File: src/dtpv_pkg.sv
`default_nettype none

package dtpv_pkg;

  // Field and datapath widths.
  localparam int RAW_W      = 16;
  localparam int DIST_W     = 12;
  localparam int FRAC_BITS  = 8;
  localparam int NUM_W      = DIST_W + FRAC_BITS;
  localparam int RATIO_W    = FRAC_BITS + 1;
  localparam int HZ_W       = 11;
  localparam int LEVEL_W    = 8;
  localparam int FREQ_W     = 20;
  localparam int COUNT_W    = 6;
  localparam int CFG_IDX_W  = 1;
  localparam int CFG_DATA_W = COUNT_W;

  // A raw reading at or above this value is rejected.
  localparam int DIST_LIMIT = 4096;

  localparam logic [COUNT_W-1:0] FAIL_LIMIT_RESET = COUNT_W'(50);
  localparam logic [LEVEL_W-1:0] LEVEL_RESET      = LEVEL_W'(128);

  // Configuration register indexes.
  typedef enum logic [CFG_IDX_W-1:0] {
    REG_DUAL_MODE  = 1'b0,
    REG_FAIL_LIMIT = 1'b1
  } cfg_reg_e;

  // One request: a pair of sensor readings.
  typedef struct packed {
    logic [RAW_W-1:0] pitch_reading;
    logic             pitch_timed_out;
    logic [RAW_W-1:0] volume_reading;
    logic             volume_timed_out;
  } sample_t;

  // One result.
  typedef struct packed {
    logic [HZ_W-1:0]    pitch_hz;
    logic [LEVEL_W-1:0] volume_level;
    logic               mute;
    logic               restart_pitch_sensor;
    logic               restart_volume_sensor;
    logic [DIST_W-1:0]  pitch_distance;
    logic [DIST_W-1:0]  volume_distance;
  } result_t;

  // Per-item information that travels alongside the ratio lanes.
  typedef struct packed {
    logic              pitch_in;
    logic              volume_in;
    logic              restart_pitch;
    logic              restart_volume;
    logic [DIST_W-1:0] pitch_distance;
    logic [DIST_W-1:0] volume_distance;
  } side_t;

  // Stage load strobes for a ratio lane.
  typedef struct packed {
    logic s2;
    logic s3;
    logic s4;
  } lane_en_t;

endpackage

`default_nettype wire

File: src/dtpv_track.sv
`default_nettype none

module dtpv_track
  import dtpv_pkg::*;
#(
  parameter int MIN_DIST = 30,
  parameter int MAX_DIST = 450
) (
  input  logic                  clk,
  input  logic                  rst,
  input  logic                  load0,
  input  logic                  load1,
  input  sample_t               sample,
  input  logic                  cfg_we,
  input  logic [CFG_IDX_W-1:0]  cfg_index,
  input  logic [CFG_DATA_W-1:0] cfg_data,
  output side_t                 side,
  output logic [DIST_W-1:0]     x_pitch,
  output logic [DIST_W-1:0]     x_volume
);

  localparam logic [DIST_W-1:0] MIN_D = DIST_W'(MIN_DIST);
  localparam logic [DIST_W-1:0] MAX_D = DIST_W'(MAX_DIST);

  function automatic logic in_span(input logic [DIST_W-1:0] d);
    return (d >= MIN_D) && (d <= MAX_D);
  endfunction

  sample_t            s0;
  logic               dual_mode;
  logic [COUNT_W-1:0] fail_limit;

  logic [DIST_W-1:0]  held_pitch_dist, held_pitch_dist_next;
  logic [DIST_W-1:0]  held_volume_dist, held_volume_dist_next;
  logic [COUNT_W-1:0] pitch_fail_count, pitch_fail_count_next;
  logic [COUNT_W-1:0] volume_fail_count, volume_fail_count_next;
  logic               restart_pitch, restart_pitch_next;
  logic               restart_volume, restart_volume_next;
  logic               pitch_in, volume_in;

  logic               pitch_ok, volume_ok;
  logic [COUNT_W:0]   pitch_inc, volume_inc;

  // Configuration registers.
  always_ff @(posedge clk) begin
    if (rst) begin
      dual_mode  <= 1'b0;
      fail_limit <= FAIL_LIMIT_RESET;
    end else if (cfg_we) begin
      unique case (cfg_reg_e'(cfg_index))
        REG_DUAL_MODE:  dual_mode  <= cfg_data[0];
        REG_FAIL_LIMIT: fail_limit <= cfg_data;
        default: ;
      endcase
    end
  end

  // Input register.
  always_ff @(posedge clk) begin
    if (load0) begin
      s0 <= sample;
    end
  end

  // Reading acceptance and fail counting for both sensors.
  always_comb begin
    pitch_ok  = !s0.pitch_timed_out && (s0.pitch_reading < RAW_W'(DIST_LIMIT));
    volume_ok = !s0.volume_timed_out && (s0.volume_reading < RAW_W'(DIST_LIMIT));
    pitch_inc  = {1'b0, pitch_fail_count} + (COUNT_W+1)'(1);
    volume_inc = {1'b0, volume_fail_count} + (COUNT_W+1)'(1);

    held_pitch_dist_next  = held_pitch_dist;
    pitch_fail_count_next = pitch_fail_count;
    restart_pitch_next    = 1'b0;
    if (pitch_ok) begin
      held_pitch_dist_next  = s0.pitch_reading[DIST_W-1:0];
      pitch_fail_count_next = '0;
    end else if (pitch_inc > {1'b0, fail_limit}) begin
      pitch_fail_count_next = '0;
      restart_pitch_next    = 1'b1;
    end else begin
      pitch_fail_count_next = pitch_inc[COUNT_W-1:0];
    end

    held_volume_dist_next  = held_volume_dist;
    volume_fail_count_next = volume_fail_count;
    restart_volume_next    = 1'b0;
    if (!dual_mode) begin
      held_volume_dist_next = held_pitch_dist_next;
    end else if (volume_ok) begin
      held_volume_dist_next  = s0.volume_reading[DIST_W-1:0];
      volume_fail_count_next = '0;
    end else if (volume_inc > {1'b0, fail_limit}) begin
      volume_fail_count_next = '0;
      restart_volume_next    = 1'b1;
    end else begin
      volume_fail_count_next = volume_inc[COUNT_W-1:0];
    end
  end

  // Held state doubles as the stage register for the distances.
  always_ff @(posedge clk) begin
    if (rst) begin
      held_pitch_dist   <= '0;
      held_volume_dist  <= '0;
      pitch_fail_count  <= '0;
      volume_fail_count <= '0;
      restart_pitch     <= 1'b0;
      restart_volume    <= 1'b0;
      pitch_in          <= 1'b0;
      volume_in         <= 1'b0;
    end else if (load1) begin
      held_pitch_dist   <= held_pitch_dist_next;
      held_volume_dist  <= held_volume_dist_next;
      pitch_fail_count  <= pitch_fail_count_next;
      volume_fail_count <= volume_fail_count_next;
      restart_pitch     <= restart_pitch_next;
      restart_volume    <= restart_volume_next;
      pitch_in          <= in_span(held_pitch_dist_next);
      volume_in         <= in_span(held_volume_dist_next);
    end
  end

  // Distance from the far end of the span, the divider's numerator.
  always_ff @(posedge clk) begin
    if (load1) begin
      x_pitch  <= MAX_D - held_pitch_dist_next;
      x_volume <= MAX_D - held_volume_dist_next;
    end
  end

  always_comb begin
    side.pitch_in        = pitch_in;
    side.volume_in       = volume_in;
    side.restart_pitch   = restart_pitch;
    side.restart_volume  = restart_volume;
    side.pitch_distance  = held_pitch_dist;
    side.volume_distance = held_volume_dist;
  end

  // A restart pulse always comes with a cleared count.
  a_restart_clears_pitch: assert property (@(posedge clk) disable iff (rst)
    restart_pitch |-> (pitch_fail_count == '0))
    else $error("pitch restart without cleared count");

  // In single-sensor mode the volume distance follows pitch and never restarts.
  a_single_mode_copy: assert property (@(posedge clk) disable iff (rst)
    (!$past(rst) && $past(load1) && !$past(dual_mode)) |->
      (!restart_volume && (held_volume_dist == held_pitch_dist)))
    else $error("single-sensor copy broken");

endmodule

`default_nettype wire

File: src/dtpv_ratio.sv
`default_nettype none

module dtpv_ratio
  import dtpv_pkg::*;
#(
  parameter int MIN_DIST = 30,
  parameter int MAX_DIST = 450
) (
  input  logic               clk,
  input  logic               rst,
  input  lane_en_t           en,
  input  logic [DIST_W-1:0]  x,
  output logic [RATIO_W-1:0] ratio
);

  localparam int RECIP_W = NUM_W + 1;
  localparam int PROD_W  = DIST_W + RECIP_W;
  localparam int QS_W    = RATIO_W + DIST_W;
  localparam int SPAN     = MAX_DIST - MIN_DIST;
  localparam int SpanDiv  = (SPAN > 0) ? SPAN : 1;
  localparam bit EMPTY    = (SPAN <= 0);
  localparam logic [RECIP_W-1:0] RECIP  = RECIP_W'((1 << NUM_W) / SpanDiv);
  localparam logic [DIST_W-1:0]  SPAN_C = DIST_W'(SpanDiv);
  localparam logic [RATIO_W-1:0] RATIO_FULL = RATIO_W'(1 << FRAC_BITS);

  logic [PROD_W-1:0]  prod2;
  logic [DIST_W-1:0]  x2;
  logic [RATIO_W-1:0] q_est, q_est3;
  logic [QS_W-1:0]    qs_full;
  logic [NUM_W-1:0]   qs3, n3, rem;

  // Reciprocal multiply: x * 2^FRAC_BITS / span, low by at most one.
  always_ff @(posedge clk) begin
    if (en.s2) begin
      prod2 <= PROD_W'(x) * PROD_W'(RECIP);
      x2    <= x;
    end
  end

  assign q_est   = prod2[DIST_W +: RATIO_W];
  assign qs_full = QS_W'(q_est) * QS_W'(SPAN_C);

  // Estimate times span, to form the remainder.
  always_ff @(posedge clk) begin
    if (en.s3) begin
      q_est3 <= q_est;
      qs3    <= qs_full[NUM_W-1:0];
      n3     <= {x2, {FRAC_BITS{1'b0}}};
    end
  end

  assign rem = n3 - qs3;

  // Correction step; an empty span always gives the full ratio.
  always_ff @(posedge clk) begin
    if (en.s4) begin
      if (EMPTY) begin
        ratio <= RATIO_FULL;
      end else begin
        ratio <= q_est3 + RATIO_W'(rem >= NUM_W'(SPAN_C));
      end
    end
  end

  // For a distance inside the span, the estimate never overshoots and its
  // remainder stays below two spans.
  a_estimate_bound: assert property (@(posedge clk) disable iff (rst)
    (!$past(rst) && $past(en.s3) && (n3[NUM_W-1:FRAC_BITS] <= SPAN_C)) |->
      ((qs3 <= n3) && ({1'b0, rem} < (NUM_W+1)'(2 * SpanDiv))))
    else $error("reciprocal estimate out of bounds");

endmodule

`default_nettype wire

File: src/dtpv_smooth.sv
`default_nettype none

module dtpv_smooth
  import dtpv_pkg::*;
#(
  parameter int MIN_FREQ = 65,
  parameter int MAX_FREQ = 2000
) (
  input  logic               clk,
  input  logic               rst,
  input  logic               load,
  input  side_t              side,
  input  logic [RATIO_W-1:0] ratio_pitch,
  input  logic [RATIO_W-1:0] ratio_volume,
  output result_t            result
);

  localparam int TW = FREQ_W + 2;
  localparam int LW = RATIO_W + FRAC_BITS;
  localparam int LO_HZ = (MIN_FREQ < MAX_FREQ) ? MIN_FREQ : MAX_FREQ;
  localparam int HI_HZ = (MIN_FREQ < MAX_FREQ) ? MAX_FREQ : MIN_FREQ;
  localparam logic signed [TW-1:0] DELTA_F   = TW'(MAX_FREQ - MIN_FREQ);
  localparam logic signed [TW-1:0] BASE_F    = TW'(MIN_FREQ * (1 << FRAC_BITS));
  localparam logic [FREQ_W-1:0]    FREQ_INIT = FREQ_W'(MIN_FREQ * (1 << FRAC_BITS));
  localparam logic [FREQ_W-1:0]    FREQ_LO   = FREQ_W'(LO_HZ * (1 << FRAC_BITS));
  localparam logic [FREQ_W-1:0]    FREQ_HI   = FREQ_W'(HI_HZ * (1 << FRAC_BITS));

  logic [FREQ_W-1:0]     freq_accum, freq_accum_next;
  logic [LEVEL_W-1:0]    held_volume;
  logic                  mute_flag;
  side_t                 side_q;

  logic signed [TW-1:0]  ratio_s, target, diff, half;
  logic [LW-1:0]         level_wide;

  // Target frequency and the halfway step, rounding toward minus infinity.
  always_comb begin
    ratio_s = $signed(TW'(ratio_pitch));
    target  = BASE_F + ratio_s * DELTA_F;
    diff    = target - $signed({2'b00, freq_accum});
    half    = diff >>> 1;
    freq_accum_next = freq_accum + half[FREQ_W-1:0];
  end

  // Volume is ratio * 255 / 256.
  assign level_wide = {ratio_volume, {FRAC_BITS{1'b0}}} - LW'(ratio_volume);

  always_ff @(posedge clk) begin
    if (rst) begin
      freq_accum  <= FREQ_INIT;
      held_volume <= LEVEL_RESET;
      mute_flag   <= 1'b1;
      side_q      <= '0;
    end else if (load) begin
      side_q <= side;
      if (side.pitch_in) begin
        freq_accum <= freq_accum_next;
      end
      if (side.volume_in) begin
        held_volume <= level_wide[FRAC_BITS +: LEVEL_W];
        mute_flag   <= 1'b0;
      end else begin
        mute_flag <= 1'b1;
      end
    end
  end

  always_comb begin
    result.pitch_hz              = freq_accum[FRAC_BITS +: HZ_W];
    result.volume_level          = held_volume;
    result.mute                  = mute_flag;
    result.restart_pitch_sensor  = side_q.restart_pitch;
    result.restart_volume_sensor = side_q.restart_volume;
    result.pitch_distance        = side_q.pitch_distance;
    result.volume_distance       = side_q.volume_distance;
  end

  // Halfway steps keep the frequency between the two ends of the map.
  a_freq_bounded: assert property (@(posedge clk) disable iff (rst)
    (freq_accum >= FREQ_LO) && (freq_accum <= FREQ_HI))
    else $error("smoothed frequency left the map range");

endmodule

`default_nettype wire

File: src/distance_to_pitch_volume.sv
// Throughput: one request per cycle while result_stall is low; six register
// stages (input, reading tracking, reciprocal multiply, remainder, correction,
// smoothing/output) each move on whenever the stage after them is free or
// draining.
// Reset (rst, synchronous): pipeline empty, single-sensor mode, fail limit 50,
// frequency MIN_FREQ Hz, volume 128 and muted, distances and fail counts zero.
`default_nettype none

module distance_to_pitch_volume
  import dtpv_pkg::*;
#(
  parameter int MIN_DIST = 30,
  parameter int MAX_DIST = 450,
  parameter int MIN_FREQ = 65,
  parameter int MAX_FREQ = 2000
) (
  input  logic                  clk,
  input  logic                  rst,
  input  logic                  sample_valid,
  output logic                  sample_stall,
  input  sample_t               sample,
  output logic                  result_valid,
  input  logic                  result_stall,
  output result_t               result,
  input  logic                  cfg_valid,
  output logic                  cfg_ready,
  input  logic [CFG_IDX_W-1:0]  cfg_index,
  input  logic [CFG_DATA_W-1:0] cfg_data
);

  localparam int NSTG = 6;

  logic [NSTG-1:0]    vld, rdy, load, vin;
  lane_en_t           lane_en;
  side_t              side1, side2, side3, side4;
  logic [DIST_W-1:0]  x_pitch, x_volume;
  logic [RATIO_W-1:0] ratio_pitch, ratio_volume;

  // Stage ready chain: a stage takes new data when empty or moving on.
  always_comb begin
    rdy[NSTG-1] = !vld[NSTG-1] || !result_stall;
    for (int k = NSTG - 2; k >= 0; k--) begin
      rdy[k] = !vld[k] || rdy[k+1];
    end
    vin  = {vld[NSTG-2:0], sample_valid};
    load = rdy & vin;
  end

  always_ff @(posedge clk) begin
    if (rst) begin
      vld <= '0;
    end else begin
      vld <= (rdy & vin) | (~rdy & vld);
    end
  end

  assign sample_stall = !rdy[0];
  assign result_valid = vld[NSTG-1];
  assign cfg_ready    = 1'b1;

  assign lane_en.s2 = load[2];
  assign lane_en.s3 = load[3];
  assign lane_en.s4 = load[4];

  dtpv_track #(
    .MIN_DIST (MIN_DIST),
    .MAX_DIST (MAX_DIST)
  ) u_track (
    .clk       (clk),
    .rst       (rst),
    .load0     (load[0]),
    .load1     (load[1]),
    .sample    (sample),
    .cfg_we    (cfg_valid),
    .cfg_index (cfg_index),
    .cfg_data  (cfg_data),
    .side      (side1),
    .x_pitch   (x_pitch),
    .x_volume  (x_volume)
  );

  dtpv_ratio #(
    .MIN_DIST (MIN_DIST),
    .MAX_DIST (MAX_DIST)
  ) u_ratio_pitch (
    .clk   (clk),
    .rst   (rst),
    .en    (lane_en),
    .x     (x_pitch),
    .ratio (ratio_pitch)
  );

  dtpv_ratio #(
    .MIN_DIST (MIN_DIST),
    .MAX_DIST (MAX_DIST)
  ) u_ratio_volume (
    .clk   (clk),
    .rst   (rst),
    .en    (lane_en),
    .x     (x_volume),
    .ratio (ratio_volume)
  );

  // Side information follows the ratio lanes stage for stage.
  always_ff @(posedge clk) begin
    if (load[2]) begin
      side2 <= side1;
    end
    if (load[3]) begin
      side3 <= side2;
    end
    if (load[4]) begin
      side4 <= side3;
    end
  end

  dtpv_smooth #(
    .MIN_FREQ (MIN_FREQ),
    .MAX_FREQ (MAX_FREQ)
  ) u_smooth (
    .clk          (clk),
    .rst          (rst),
    .load         (load[NSTG-1]),
    .side         (side4),
    .ratio_pitch  (ratio_pitch),
    .ratio_volume (ratio_volume),
    .result       (result)
  );

endmodule

`default_nettype wire

File: config.mk
export PLATFORM = sky130hd
export DESIGN_NAME = distance_to_pitch_volume
export DESIGN_NICKNAME = d
export VERILOG_FILES = /design/src/dtpv_pkg.sv /design/src/dtpv_track.sv /design/src/dtpv_ratio.sv /design/src/dtpv_smooth.sv /design/src/distance_to_pitch_volume.sv
export SDC_FILE = /design/constraint.sdc
export NUM_CORES = 1
export LEC_CHECK = 0
export ABC_CLOCK_PERIOD_IN_PS = 8600
export BUFFER_PORTS_ARGS = -buffer_cell sky130_fd_sc_hd__buf_2
export CORE_ASPECT_RATIO = 0.5
export CORE_MARGIN = 1
export CORE_UTILIZATION = 45
export CTS_CLUSTER_DIAMETER = 80
export DETAILED_ROUTE_END_ITERATION = 6
export HOLD_SLACK_MARGIN = 0.03
export PLACE_DENSITY = 0.57
export SETUP_SLACK_MARGIN = 0.4
export SLEW_MARGIN = 20
export SYNTH_ARGS = -nofsm -noshare
export SYNTH_HDL_FRONTEND = slang
export SYNTH_HIERARCHICAL = 1
export SYNTH_SLANG_ARGS = --single-unit
File: constraint.sdc
create_clock -name clk -period 8.6 [get_ports clk]
set_input_delay 0.43 -clock clk [delete_from_list [all_inputs] [get_ports clk]]
set_output_delay 0.43 -clock clk [all_outputs]
set_load 0.05 [all_outputs]
==> summary.txt <==
Layout
  – NumNets Final: between 2000 and 3000
  – Fraction of layout instances using a drive strength above 1: 0.106
  – ANT cells: 0
  – Layout area overhead: 10.7%

Logic synthesis
  – Cells after Synth: 2006
  – Syn Nets: 2419
  – Largest family of logic cells by synthesized area: adder cells
  – Synth cell types: around 100
  – Asr flop ratio synth: 0
  – Predominant post-synthesis flop cell: edfxtp_1
  – Synth warn: 6
  – Mapped cell area: around 23000 um^2
  – Adder-Cell Fraction of Synth Area: 0.231
  – FF+latch count, synth: around 380
  – Post-synthesis compound-gate area fraction: 0.0956
  – XOR/XNOR share of the synthesized area: 0.0446
  – Post-synth EDFFs: 270
  – Mux share of post-synthesis cell area: 0.0373
  – Syn_area_per_cell: around 12 um^2
  – Seq/Total Area, Yosys: 0.443
  – Post-synthesis simple-gate area fraction: 0.0936

Route
  – DR WL/cell: roughly 16 um
  – Routed wire length: roughly 46 mm
  – First-pass DRT Iterations: 5
  – Final ANT Viol Nets: 0
  – Via count: about 14000
  – DRC: 0
  – Iteration-0 DRC Markers: 632
  – Via/cell ratio: approximately 5

Clocking
  – Post-CTS setup buffer count: 0
  – Clk pin slew, worst setup/hold paths: around 0.07 ns
  – Worst skew pair latency: 0.55 ns
  – Clock sink count: approximately 380
  – Root buffer cell: clkbuf_16
  – CTS max path bufs: 3
  – H-Tree Level Count: 2
  – CTS buffer count: 37
  – CTS tree: done

Critical path
  – Crit. End Element: flop
  – CP Class: reg2reg
  – Startpoint types: flop
  – Reg2Reg Launch Point: u_ratio_pitch/ratio[7]
  – Worst Path Arrival: 7.45 ns
  – Required @ worst endpoint: around 9 ns
  – CP Launch Point: u_ratio_pitch/ratio[7]
  – Critical Path Fanout Max: 5

Floorplan
  – Die height: ~160 um
  – Core footprint: between 50000 and 60000 um^2
  – Initial Util: 0.459
  – Die width: between 300 and 400 um
  – Die ar.: roughly 53000 um^2
  – Cell row count: 58
  – I/O pins: 95

Pwr
  – Lkg Pwr: 10.7 nW
  – Pwr Density: between 200 and 250 nW/um^2
  – Final Power: around 5.5 mW
  – Peak VDD IR: a little over 0.2 mV

Global route
  – Vias in the first global route: ~14000
  – Gr usage total: 0.179
  – GRT overflow: 0
  – Global-route wire length before repair: 75.0 mm
  – Antenna violations before repair: 0
  – Pin count of the biggest net entering global routing: 79

Timing
  – Tightest Pin Transition: roughly 1 ns
  – Tmin final: 7.02 ns
  – Tcrit/Tclk final: 0.817
  – Final hold violation count: 0
  – RSZ-0062 raised after global routing: no
  – Max Clock Skew: about 0.018 ns
  – F_max: approximately 140 MHz
  – Slew HR: 0.330
  – Final setup fails: 0
  – Fin. max-slew vios: 0
  – TNS Setup: 0 ns

Placed design
  – Gpl congestion: approximately 0.84
  – IO Port Bufs: between 90 and 100
  – Final HPWL DP: ~34 mm

Job
  – Maxcap violations: 0

Worst hold path
  – Hold path start: sample[27]
  – Hold crit path type: in2reg

Status
  – Status: complete, no violations
==> path summary, 6_finish.rpt <==
kind	end	cells after the start	slack (ns)
min reg2reg	side4[12]	0	0.41
max	u_smooth/freq_accum[19]	25	1.58
max reg2reg	u_smooth/freq_accum[19]	25	1.58
min	u_track/s0[27]	1	0.06
==> placed cells by master (no fill, tap or decap), types with 11 or more instances in the layout <==
cell           count
edfxtp_1         270
ha_1             266
inv_1            264
nor2_1           126
dfxtp_1          108
fa_1             101
nand2_1           97
buf_2             92
a21oi_1           89
xnor2_1           78
mux2i_1           70
nand3_1           46
clkbuf_16         40
xor2_1            40
o21ai_0           39
nor3_1            33
a21o_1            23
nand2b_1          20
o21a_1            18
a211oi_1          17
nor2b_1           16
and3_1            16
nand4_1           14
dlygate4sd3_1     13
clkbuf_1          12
a211o_1           12
buf_4             11
o21bai_1          11
==> timing repair <==
action                    in CTS  in global routing
hold endpoints to repair      12                  1
hold buffers                  12                  1
resized for setup              0                  0
==> layer usage <==
layer	part of all wire	vias to the layer above	routed length, um	global-route usage
met3	0.025	50	1160	0.0252
met4	0.015	0	712	0.0383
met2	0.48	127	22000	0.301
met1	0.48	6890	22100	0.247
met5	0	-	0	0
li1	-	7254	-	-
==> stage by stage <==
| step | cell area [um^2] | hold slack, ns | setup WS (ns) | utilization | cells |
|---|---|---|---|---|---|
| global placement | 24300 | 0.403 | 1.69 | 0.481 | 2747 |
| CTS | 25700 | 0.0302 | 1.53 | 0.508 | 2827 |
| global route | 25700 | 0.0310 | 1.13 | 0.508 | 2828 |
| finish | 25700 | 0.0569 | 1.58 | 0.508 | 2828 |
| detailed placement | 24300 | 0.405 | 1.57 | 0.481 | 2747 |
| floorplan | 23200 | 0.400 | 2.04 | - | 2006 |
==> registers in the layout (all words and copies together) (netlist names), 13 cells and up, named ones only <==
signal               count
side2                   28
side4                   28
u_smooth/freq_accum     20
u_smooth/result         26
u_ratio_volume/qs3      13
u_ratio_pitch/qs3       13
u_track/s0              34
side3                   28
==> layout make-up <==
cell class,instances,area (um^2)
well taps,690,863
inverters,264,991
fillers,4569,24900
flip-flops and latches,378,10300
repair buffers,116,673
multi-input cells,1312,11700
clock inverters,13,131
clock buffers,55,1090
==> report_power, final <==
part           internal, mW  switching (mW)  total (mW)
sequential             2.10          0.0630        2.17
clock                 0.921           0.710        1.63
combinational         0.783           0.957        1.74
==> worst max-delay path, cell delays in order (launching register included) <==
cell,delay (ns)
edfxtp_1,0.47
inv_1,0.25
fa_1,0.51
fa_1,0.44
inv_1,0.08
fa_1,0.44
fa_1,0.51
inv_1,0.05
fa_1,0.53
inv_1,0.04
ha_1,0.34
a211oi_1,0.23
nor2_1,0.14
or3_1,0.34
a211oi_2,0.30
nor2_1,0.12
a21oi_1,0.17
o21bai_1,0.08
xor2_1,0.15
ha_1,0.34
o21a_1,0.19
o21a_1,0.18
a2111oi_2,0.41
o211ai_1,0.15
nand2_1,0.14
mux2_4,0.30
==> logic make-up (layout without fill, tap and decap cells) <==
kind of cell    count (synthesis)  count (layout)
flops                         378             378
fa+ha+maj                     367             367
simple gates                  433             433
compound gates                310             310
mux                            83              83
other cells                     1               1
buf+inv                       316             448
xor+xnor                      118             118
==> synthesized netlist by cell type (23+ instances only) <==
cell	n	area share
a21o_1	23	0.0074
a21oi_1	89	0.019
dfxtp_1	108	0.093
edfxtp_1	270	0.35
fa_1	101	0.087
ha_1	266	0.14
inv_1	264	0.043
mux2i_1	70	0.030
nand2_1	97	0.016
nand3_1	46	0.0099
nor2_1	126	0.020
nor3_1	33	0.0071
o21ai_0	39	0.0084
xnor2_1	78	0.029
xor2_1	40	0.015
(Power assumes the default switching activity.)
